### config.mk
export PLATFORM = sky130hd
export DESIGN_NAME = amr_rtp_payload_header_packetizer
export DESIGN_NICKNAME = d
export VERILOG_FILES = /design/src/rtl/core/amrpk_pkg.sv /design/src/rtl/core/amrpk_toc_ram.sv /design/src/rtl/core/amr_rtp_payload_header_packetizer.sv
export VERILOG_INCLUDE_DIRS = /design/src /design/src/rtl/core
export SDC_FILE = /design/constraint.sdc
export NUM_CORES = 2
export LEC_CHECK = 0
export BUFFER_PORTS_ARGS = -buffer_cell sky130_fd_sc_hd__buf_2
export CAP_MARGIN = 40
export CORE_ASPECT_RATIO = 1.2
export CORE_MARGIN = 2
export CORE_UTILIZATION = 40
export DETAILED_ROUTE_END_ITERATION = 12
export GPL_TIMING_DRIVEN = 0
export PLACE_DENSITY = 0.55
export SLEW_MARGIN = 20
export SYNTH_ARGS = -nofsm -noshare
export SYNTH_HDL_FRONTEND = slang
export SYNTH_SLANG_ARGS = --single-unit
### constraint.sdc
create_clock -name clk -period 19.38 [get_ports clk]
set_input_delay 4.845 -clock clk [delete_from_list [all_inputs] [get_ports clk]]
set_output_delay 4.845 -clock clk [all_outputs]
set_load 0.005 [all_outputs]
### src/rtl/core/amr_rtp_payload_header_packetizer_macros.svh
// Assertion helpers shared by the packetizer RTL.
// Both expect clk and arst_n in scope at the point of use.
`ifndef AMR_RTP_PAYLOAD_HEADER_PACKETIZER_MACROS_SVH
`define AMR_RTP_PAYLOAD_HEADER_PACKETIZER_MACROS_SVH

// Same-cycle implication
`define AMRPK_ASSERT_IMP(label, ante, cons, msg) \
	label: assert property (@(posedge clk) disable iff (!arst_n) (ante) |-> (cons)) \
		else $error(msg);

// Next-cycle implication
`define AMRPK_ASSERT_NXT(label, ante, cons, msg) \
	label: assert property (@(posedge clk) disable iff (!arst_n) (ante) |=> (cons)) \
		else $error(msg);

`endif

### src/rtl/core/amrpk_pkg.sv
`timescale 1ns / 1ps

package amrpk_pkg;

	// Default store depth
	localparam int MAX_FRAMES_DEF = 16;

	// Configuration port
	localparam int CFG_IDX_W  = 3;
	localparam int CFG_DATA_W = 10;

	localparam logic [CFG_IDX_W-1:0] REG_FPP      = 3'd0;
	localparam logic [CFG_IDX_W-1:0] REG_NO_DATA  = 3'd1;
	localparam logic [CFG_IDX_W-1:0] REG_SID      = 3'd2;
	localparam logic [CFG_IDX_W-1:0] REG_SPF      = 3'd3;
	localparam logic [CFG_IDX_W-1:0] REG_WIDEBAND = 3'd4;

	// Register reset values
	localparam logic [4:0] FPP_RST     = 5'd1;
	localparam logic [3:0] NO_DATA_RST = 4'hF;
	localparam logic [3:0] SID_RST     = 4'd8;
	localparam logic [9:0] SPF_RST     = 10'd160;

	// Header bytes
	localparam int TOC_W = 8;
	localparam logic [TOC_W-1:0] CMR_BYTE   = 8'hF0;
	localparam logic [TOC_W-1:0] FOLLOW_SET = 8'h80;
	localparam logic [TOC_W-1:0] FOLLOW_CLR = 8'h7F;

	localparam int SIZE_W = 6;

	// Octet-aligned frame data bytes per frame type
	function automatic logic [SIZE_W-1:0] frame_size(input logic wb, input logic [3:0] ft);
		logic [SIZE_W-1:0] sz;
		sz = '0;
		if (wb) begin
			case (ft)
				4'd0: sz = 6'd17;
				4'd1: sz = 6'd23;
				4'd2: sz = 6'd32;
				4'd3: sz = 6'd36;
				4'd4: sz = 6'd40;
				4'd5: sz = 6'd46;
				4'd6: sz = 6'd50;
				4'd7: sz = 6'd58;
				4'd8: sz = 6'd60;
				4'd9: sz = 6'd5;
				default: sz = '0;
			endcase
		end else begin
			case (ft)
				4'd0: sz = 6'd12;
				4'd1: sz = 6'd13;
				4'd2: sz = 6'd15;
				4'd3: sz = 6'd17;
				4'd4: sz = 6'd19;
				4'd5: sz = 6'd20;
				4'd6: sz = 6'd26;
				4'd7: sz = 6'd31;
				4'd8: sz = 6'd5;
				default: sz = '0;
			endcase
		end
		return sz;
	endfunction

endpackage

### src/rtl/core/amrpk_toc_ram.sv
`timescale 1ns / 1ps

// TOC byte store: one write port, one registered read port
module amrpk_toc_ram #(
	parameter int DEPTH = amrpk_pkg::MAX_FRAMES_DEF
) (
	input  logic                                       clk,
	input  logic                                       we,
	input  logic [$clog2((DEPTH > 1) ? DEPTH : 2)-1:0] waddr,
	input  logic [amrpk_pkg::TOC_W-1:0]                wdata,
	input  logic [$clog2((DEPTH > 1) ? DEPTH : 2)-1:0] raddr,
	output logic [amrpk_pkg::TOC_W-1:0]                rdata
);

	logic [amrpk_pkg::TOC_W-1:0] mem [DEPTH];
	logic [amrpk_pkg::TOC_W-1:0] rdata_q;

	always_ff @(posedge clk) begin
		if (we) begin
			mem[waddr] <= wdata;
		end
		rdata_q <= mem[raddr];
	end

	assign rdata = rdata_q;

endmodule

### src/rtl/core/amr_rtp_payload_header_packetizer.sv
// Octet-aligned AMR / AMR-WB RTP payload header packetizer. Each request
// carries one frame's TOC byte (command 0) or a flush (command 1). An item
// that does not close a packet leaves the input ready for the next one. An
// item that closes a packet of n frames is followed by the arithmetic states
// (two subtract steps, then the one 32x10 multiplier used twice for timestamp
// increment and time delta) and then n+1 header bytes, one header byte per
// cycle while out_stall is low, paced by the single read port of the TOC
// store. in_stall is high from the closing item until the last header byte
// is taken. The TOC store needs no clearing after reset; configuration
// writes take effect at once and belong in idle time.
`timescale 1ns / 1ps
`include "amr_rtp_payload_header_packetizer_macros.svh"

module amr_rtp_payload_header_packetizer #(
	parameter int MAX_FRAMES = amrpk_pkg::MAX_FRAMES_DEF
) (
	input  logic                                clk,
	input  logic                                arst_n,
	// configuration
	input  logic                                cfg_we,
	input  logic [amrpk_pkg::CFG_IDX_W-1:0]     cfg_index,
	input  logic [amrpk_pkg::CFG_DATA_W-1:0]    cfg_data,
	// input channel
	input  logic                                in_valid,
	output logic                                in_stall,
	input  logic                                command,
	input  logic [7:0]                          toc,
	// output channel
	output logic                                out_valid,
	input  logic                                out_stall,
	output logic [7:0]                          header_byte,
	output logic                                is_last,
	output logic [4:0]                          frame_count,
	output logic [9:0]                          packet_length,
	output logic [31:0]                         timestamp_increment,
	output logic [31:0]                         time_delta,
	output logic [31:0]                         frame_total,
	output logic [31:0]                         packet_total,
	output logic [31:0]                         payload_total
);

	localparam int HELD_W = $clog2(MAX_FRAMES + 1);
	localparam int IDX_W  = (MAX_FRAMES > 1) ? $clog2(MAX_FRAMES) : 1;
	localparam int EW     = (HELD_W > 5) ? HELD_W : 5;

	typedef enum logic [2:0] {
		ST_IDLE,
		ST_DIFF,
		ST_SUB,
		ST_MUL_TS,
		ST_MUL_TD,
		ST_EMIT
	} state_t;

	state_t state_q;

	// configuration registers
	logic [4:0]  fpp_q;
	logic [3:0]  nd_q;
	logic [3:0]  sid_q;
	logic [9:0]  spf_q;
	logic        wb_q;

	// packet and running state
	logic [HELD_W-1:0] held_q;
	logic [9:0]        dh_q;
	logic [31:0]       fs_q;
	logic [31:0]       ls_q;
	logic [31:0]       lfs_q;
	logic [31:0]       pk_q;
	logic [31:0]       tot_q;

	// close sequence
	logic [HELD_W-1:0] n_q;
	logic [HELD_W-1:0] k_q;
	logic [9:0]        len_q;
	logic [31:0]       op_q;
	logic [31:0]       d2_q;
	logic [31:0]       ts_q;
	logic [31:0]       td_q;
	logic [7:0]        hdr_q;
	logic              last_q;

	// request decode
	logic                        in_acc;
	logic                        out_acc;
	logic [3:0]                  ftype;
	logic                        is_nd;
	logic                        is_sid;
	logic                        store_en;
	logic [HELD_W-1:0]           held_inc;
	logic [amrpk_pkg::SIZE_W-1:0] fsize;
	logic [EW-1:0]               fpp_ext;
	logic [EW-1:0]               max_ext;
	logic [EW-1:0]               eff_fpp;
	logic                        close_req;

	assign in_acc   = in_valid & ~in_stall;
	assign out_acc  = out_valid & ~out_stall;
	assign ftype    = toc[6:3];
	assign is_nd    = (ftype == nd_q);
	assign is_sid   = (ftype == sid_q);
	assign store_en = in_acc & ~command & ~is_nd;
	assign held_inc = held_q + HELD_W'(1);
	assign fsize    = amrpk_pkg::frame_size(wb_q, ftype);

	// effective packet size: zero acts as one, clamp to store depth
	assign fpp_ext = EW'(fpp_q);
	assign max_ext = EW'(MAX_FRAMES);
	always_comb begin
		if (fpp_ext == '0) begin
			eff_fpp = EW'(1);
		end else if (fpp_ext > max_ext) begin
			eff_fpp = max_ext;
		end else begin
			eff_fpp = fpp_ext;
		end
	end

	// does this request close the open packet
	always_comb begin
		close_req = 1'b0;
		if (command) begin
			close_req = (held_q != '0);
		end else if (is_nd) begin
			close_req = (held_q != '0);
		end else begin
			close_req = is_sid || (EW'(held_inc) >= eff_fpp);
		end
	end

	// shared multiplier: timestamp increment, then time delta
	logic [31:0] mul_a;
	logic [41:0] mul_p;
	assign mul_a = (state_q == ST_MUL_TS) ? op_q : d2_q;
	assign mul_p = mul_a * spf_q;

	// TOC store, read address runs one ahead on an accepted byte
	logic [HELD_W-1:0] k_nx;
	logic [IDX_W-1:0]  rd_addr;
	logic [7:0]        rd_data;

	assign k_nx    = k_q + HELD_W'(1);
	assign rd_addr = (out_acc) ? k_nx[IDX_W-1:0] : k_q[IDX_W-1:0];

	amrpk_toc_ram #(
		.DEPTH (MAX_FRAMES)
	) u_toc_ram (
		.clk   (clk),
		.we    (store_en),
		.waddr (held_q[IDX_W-1:0]),
		.wdata (toc),
		.raddr (rd_addr),
		.rdata (rd_data)
	);

	// sequencer, counters and configuration
	always_ff @(posedge clk or negedge arst_n) begin
		if (!arst_n) begin
			state_q <= ST_IDLE;
			fpp_q   <= amrpk_pkg::FPP_RST;
			nd_q    <= amrpk_pkg::NO_DATA_RST;
			sid_q   <= amrpk_pkg::SID_RST;
			spf_q   <= amrpk_pkg::SPF_RST;
			wb_q    <= 1'b0;
			held_q  <= '0;
			dh_q    <= '0;
			fs_q    <= '0;
			ls_q    <= '0;
			lfs_q   <= '0;
			pk_q    <= '0;
			tot_q   <= '0;
			n_q     <= '0;
			k_q     <= '0;
			last_q  <= 1'b0;
		end else begin
			if (cfg_we) begin
				case (cfg_index)
					amrpk_pkg::REG_FPP:      fpp_q <= cfg_data[4:0];
					amrpk_pkg::REG_NO_DATA:  nd_q  <= cfg_data[3:0];
					amrpk_pkg::REG_SID:      sid_q <= cfg_data[3:0];
					amrpk_pkg::REG_SPF:      spf_q <= cfg_data[9:0];
					amrpk_pkg::REG_WIDEBAND: wb_q  <= cfg_data[0];
					default: ;
				endcase
			end

			case (state_q)
				ST_IDLE: begin
					if (in_acc) begin
						if (!command) begin
							fs_q <= fs_q + 32'd1;
						end
						if (store_en) begin
							if (held_q == '0) begin
								pk_q <= pk_q + 32'd1;
							end
							held_q <= held_inc;
							dh_q   <= dh_q + 10'(fsize);
							tot_q  <= tot_q + 32'(fsize);
						end
						if (close_req) begin
							state_q <= ST_DIFF;
						end
					end
				end
				// snapshot the packet, clear the open-packet state
				ST_DIFF: begin
					n_q     <= held_q;
					k_q     <= '0;
					held_q  <= '0;
					dh_q    <= '0;
					lfs_q   <= fs_q;
					state_q <= ST_SUB;
				end
				ST_SUB: begin
					ls_q    <= op_q;
					state_q <= ST_MUL_TS;
				end
				ST_MUL_TS: begin
					state_q <= ST_MUL_TD;
				end
				ST_MUL_TD: begin
					last_q  <= (n_q == '0);
					state_q <= ST_EMIT;
				end
				ST_EMIT: begin
					if (out_acc) begin
						if (last_q) begin
							last_q  <= 1'b0;
							state_q <= ST_IDLE;
						end else begin
							k_q    <= k_nx;
							last_q <= (k_nx == n_q);
						end
					end
				end
				default: state_q <= ST_IDLE;
			endcase
		end
	end

	// datapath registers
	always_ff @(posedge clk) begin
		case (state_q)
			ST_DIFF: begin
				op_q  <= fs_q - 32'(held_q);
				d2_q  <= fs_q - lfs_q;
				len_q <= 10'd1 + 10'(held_q) + dh_q;
			end
			ST_SUB: begin
				op_q <= op_q - ls_q;
			end
			ST_MUL_TS: begin
				ts_q <= mul_p[31:0];
			end
			ST_MUL_TD: begin
				td_q  <= mul_p[31:0];
				hdr_q <= amrpk_pkg::CMR_BYTE;
			end
			ST_EMIT: begin
				if (out_acc && !last_q) begin
					if (k_nx == n_q) begin
						hdr_q <= rd_data & amrpk_pkg::FOLLOW_CLR;
					end else begin
						hdr_q <= rd_data | amrpk_pkg::FOLLOW_SET;
					end
				end
			end
			default: ;
		endcase
	end

	// outputs; frame count on every byte, rest of the packet summary only on the last byte
	assign in_stall            = (state_q != ST_IDLE);
	assign out_valid           = (state_q == ST_EMIT);
	assign header_byte         = hdr_q;
	assign is_last             = last_q;
	assign frame_count         = 5'(n_q);
	assign packet_length       = last_q ? len_q : '0;
	assign timestamp_increment = last_q ? ts_q : '0;
	assign time_delta          = last_q ? td_q : '0;
	assign frame_total         = last_q ? fs_q : '0;
	assign packet_total        = last_q ? pk_q : '0;
	assign payload_total       = last_q ? tot_q : '0;

	// checks
	`AMRPK_ASSERT_IMP(a_ready_no_result, !in_stall, !out_valid, "ready while a result is pending")
	`AMRPK_ASSERT_IMP(a_held_bound, 1'b1, held_q <= HELD_W'(MAX_FRAMES), "frames held beyond store depth")
	`AMRPK_ASSERT_IMP(a_cmr_first, out_valid && (k_q == '0), header_byte == amrpk_pkg::CMR_BYTE, "first header byte is not CMR")
	`AMRPK_ASSERT_IMP(a_last_index, out_valid && is_last, (k_q == n_q) && (n_q != '0), "last byte at wrong index")
	`AMRPK_ASSERT_NXT(a_ready_after_last, out_valid && !out_stall && is_last, !in_stall, "not ready after packet end")

endmodule

==> summary.md <==
| Metric | Value |
|---|---|
| Vias in the first global route | 23400 |
| Peak Freq | 0.110 GHz |
| Final TNS setup | 0 ps |
| Share of cells above drive strength 1 | 12.4% |
| Status | completed |
| GRT Max-Usage Layer | met2 |
| Post_cts resized | 0 |
| Yosys warns | 0 |
| Max clock buf depth | 3 |
| Hold Vio Cnt, Final | 0 |
| Worst path depth | 25 |
| Mapped Cells | 3119 |
| Worst-case reg-to-reg path depth | 25 |
| Reg clk slew, reported paths | approximately 60 ps |
| I/O Pins | about 210 |
| Setup bufs post-CTS | 0 |
| Register area share after synthesis | 40.7% |
| # setup viols final | 0 |
| Worst-Margin Slew | 850 ps |
| Die W | 264 microns |
| Final wirelength | 85700 microns |
| Commonest non-fill, non-tap cell in the layout | nand2_1 |
| Grt met3 use | 2.40% |
| Die area | 0.0835 sq mm |
| Highest-count cells in the layout ignoring fill and taps | 407 x nand2_1, 311 x inv_1, 305 x and2_1 |
| Met2 GRT Util | 36.9% |
| IO buf count | 211 |
| Initial antenna violation count | 2 |
| Top reg by flops | u_toc_ram.mem |
| CP required | 19790 ps |
| Worst Setup Start Kind | flop |
| Number of synthesized flops with an enable pin | about 260 |
| Async SR Flop Fraction | 44.6% |
| Crit path largest cell delay | ~660 ps |
| Crit Reg-Reg Endpoint | ts_q[31] |
| Max Slew Vio Count | 0 |
| Initial DRC count | 1410 |
| Routed Antenna Nets | 0 |
| Max-cap violations | 0 |
| Worst Hold Path Cells | 1 |
| RSZ-0062 raised after global routing | no |
| Core area | 0.0804 sq mm |
| Avg Vias per Cell | 5.06 |
| Worst relative slew slack | 43.3% |
| Crit path max-delay family | adder cells |
| DRC viols | 0 |
| Chip height | ~320 microns |
| Routed len/inst | 19.1 microns |
| Yosys cell types | 88 |
| Via count | 22800 |
| Htree depth | 2 |
| Skew-Pair Late Insertion Delay | between 600 and 700 ps |
| Syn_nets | 3501 |
| Type of the worst setup path | flop to flop |
| R2r setup slk | between 10000 and 15000 ps |
| Hold-fix buffers at CTS | 0 |
| CP arrival | 9500 ps |
| Total Nets Final | 3785 |
| CTS root buf | clkbuf_16 |
| Slowest cell on the critical path | o21ai_0 |
| Seq cells post-synth | 478 |
| Final instance area | between 0.03 and 0.04 sq mm |
| Initial DRT Pass Iterations | 5 |
| Final design utilization | 45.7% |
| Fin crit share | roughly 47% |
| Crit-path max FO | 41 |
| Skew final | 27.7 ps |
| Clock net sink count | ~480 |
| Hold_sp | pk_q[31] |
| Global routing usage on met1 | 26.5% |
| Crit path time final | slightly above 9000 ps |
| Row Count | 114 |
| Placed Instance Area | 0.0351 sq mm |
| CTS tree | built |
| Max FFs per register | 112 |
| DPL Wire Length | 65800 microns |
| Hold/Removal Path Class | flop to flop |
| Synthesized area | 0.0325 sq mm |
| Syn avg cell area | between 10 and 15 sq um |
| Crit path from | state_q[2] |
| Largest net degree at the start of global routing | 92 |
| Cell mode on critical path | fa_1 |
| First-pass GRT wire length | 134000 microns |
| Worst R2R Start | state_q[2] |
| Tot GR Track Use | 20.7% |
| P&R area growth vs syn | 13.3% |
| Grt total ovfl | 0 |
| Bufs and invs on worst path | 6 |
| Post-synth top flop | edfxtp_1 |
| Fillers | 7748 |
| CP Capture Type | flop |
| CTS Buf Count | 52 |
| Final Wtd Congestion | approximately 0.89 |
| Hold Path End | pk_q[31] |
| Initial Utilization | about two fifths |
[layer usage]
metal / wire length (microns) / part of all wire (%)
met4: 2430 / 2.8
met3: 3280 / 3.8
met5: 11 / 0.013
met2: 42700 / 50
met1: 37300 / 43
[through the flow]
step / cells / hold WS (ps) / worst slack (ps)
2_1_floorplan: 3119 / 434 / 11780
3_3_place_gp: 4374 / 450 / 8830
3_5_place_dp: 4392 / 457 / 10190
4_1_cts: 4489 / 465 / 10130
5_1_grt: 4490 / 477 / 9740
6_report: 4492 / 457 / 10290
[Yosys cell counts, drive strengths merged (8+ instances only)]
library cell	count	area, sq um
a211o	8	70.1
a211oi	8	60.1
a21o	35	263
a21oi	91	455
and2	305	1910
and3	30	188
buf	9	60.1
clkbuf	109	409
dfrtp	205	5130
dfstp	8	210
edfxtp	258	7750
fa	204	4080
ha	151	1890
inv	312	1170
mux2	31	349
mux2i	14	140
mux4	35	788
nand2	410	1540
nand2b	27	169
nand3	58	295
nand4	29	188
nor2	139	534
nor2b	31	194
nor3	39	216
nor4	8	65.1
o211ai	12	90.1
o21a	17	128
o21ai	164	821
o21bai	12	90.1
o31ai	12	90.1
or3	9	61.3
xnor2	180	1580
xor2	72	631
[final cells by class]
type / count / area [sq um] / share of cell area [%]
inverters: 312 / 1170 / 3.18
well taps: 1044 / 1310 / 3.55
clock buffers: 65 / 1370 / 3.72
plain buffers: 118 / 478 / 1.30
flip-flops and latches: 478 / 13200 / 36.0
multi-input cells: 2211 / 17600 / 47.9
clock inverters: 32 / 342 / 0.929
repair buffers: 230 / 1270 / 3.45
diodes: 2 / 5.00 / 0.0136
[how the worst max path moves through the flow]
stage | slack (ps) | to
after floorplan | 11780 | td_q[27]
after global placement | 8830 | td_q[31]
after detailed placement | 10190 | td_q[31]
after CTS | 10130 | ts_q[31]
after global routing | 9740 | ts_q[31]
final | 10290 | ts_q[31]
[cells by family (layout without fill, tap and decap cells)]
logic type	Yosys count	count (layout)	share of synthesized area (%)
muxes	80	80	3.93
other	0	2	0
AOI/OAI and AO/OA	398	398	7.40
xor gates and xnor gates	252	252	6.82
and+or+nand+nor	1126	1126	17.6
DFF	478	478	40.7
buffers and inverters	430	757	5.05
adders and majority gates	355	355	18.4
Power is not shown: default switching activity piles up to over one toggle a cycle in this logic, so the estimate is an artifact.
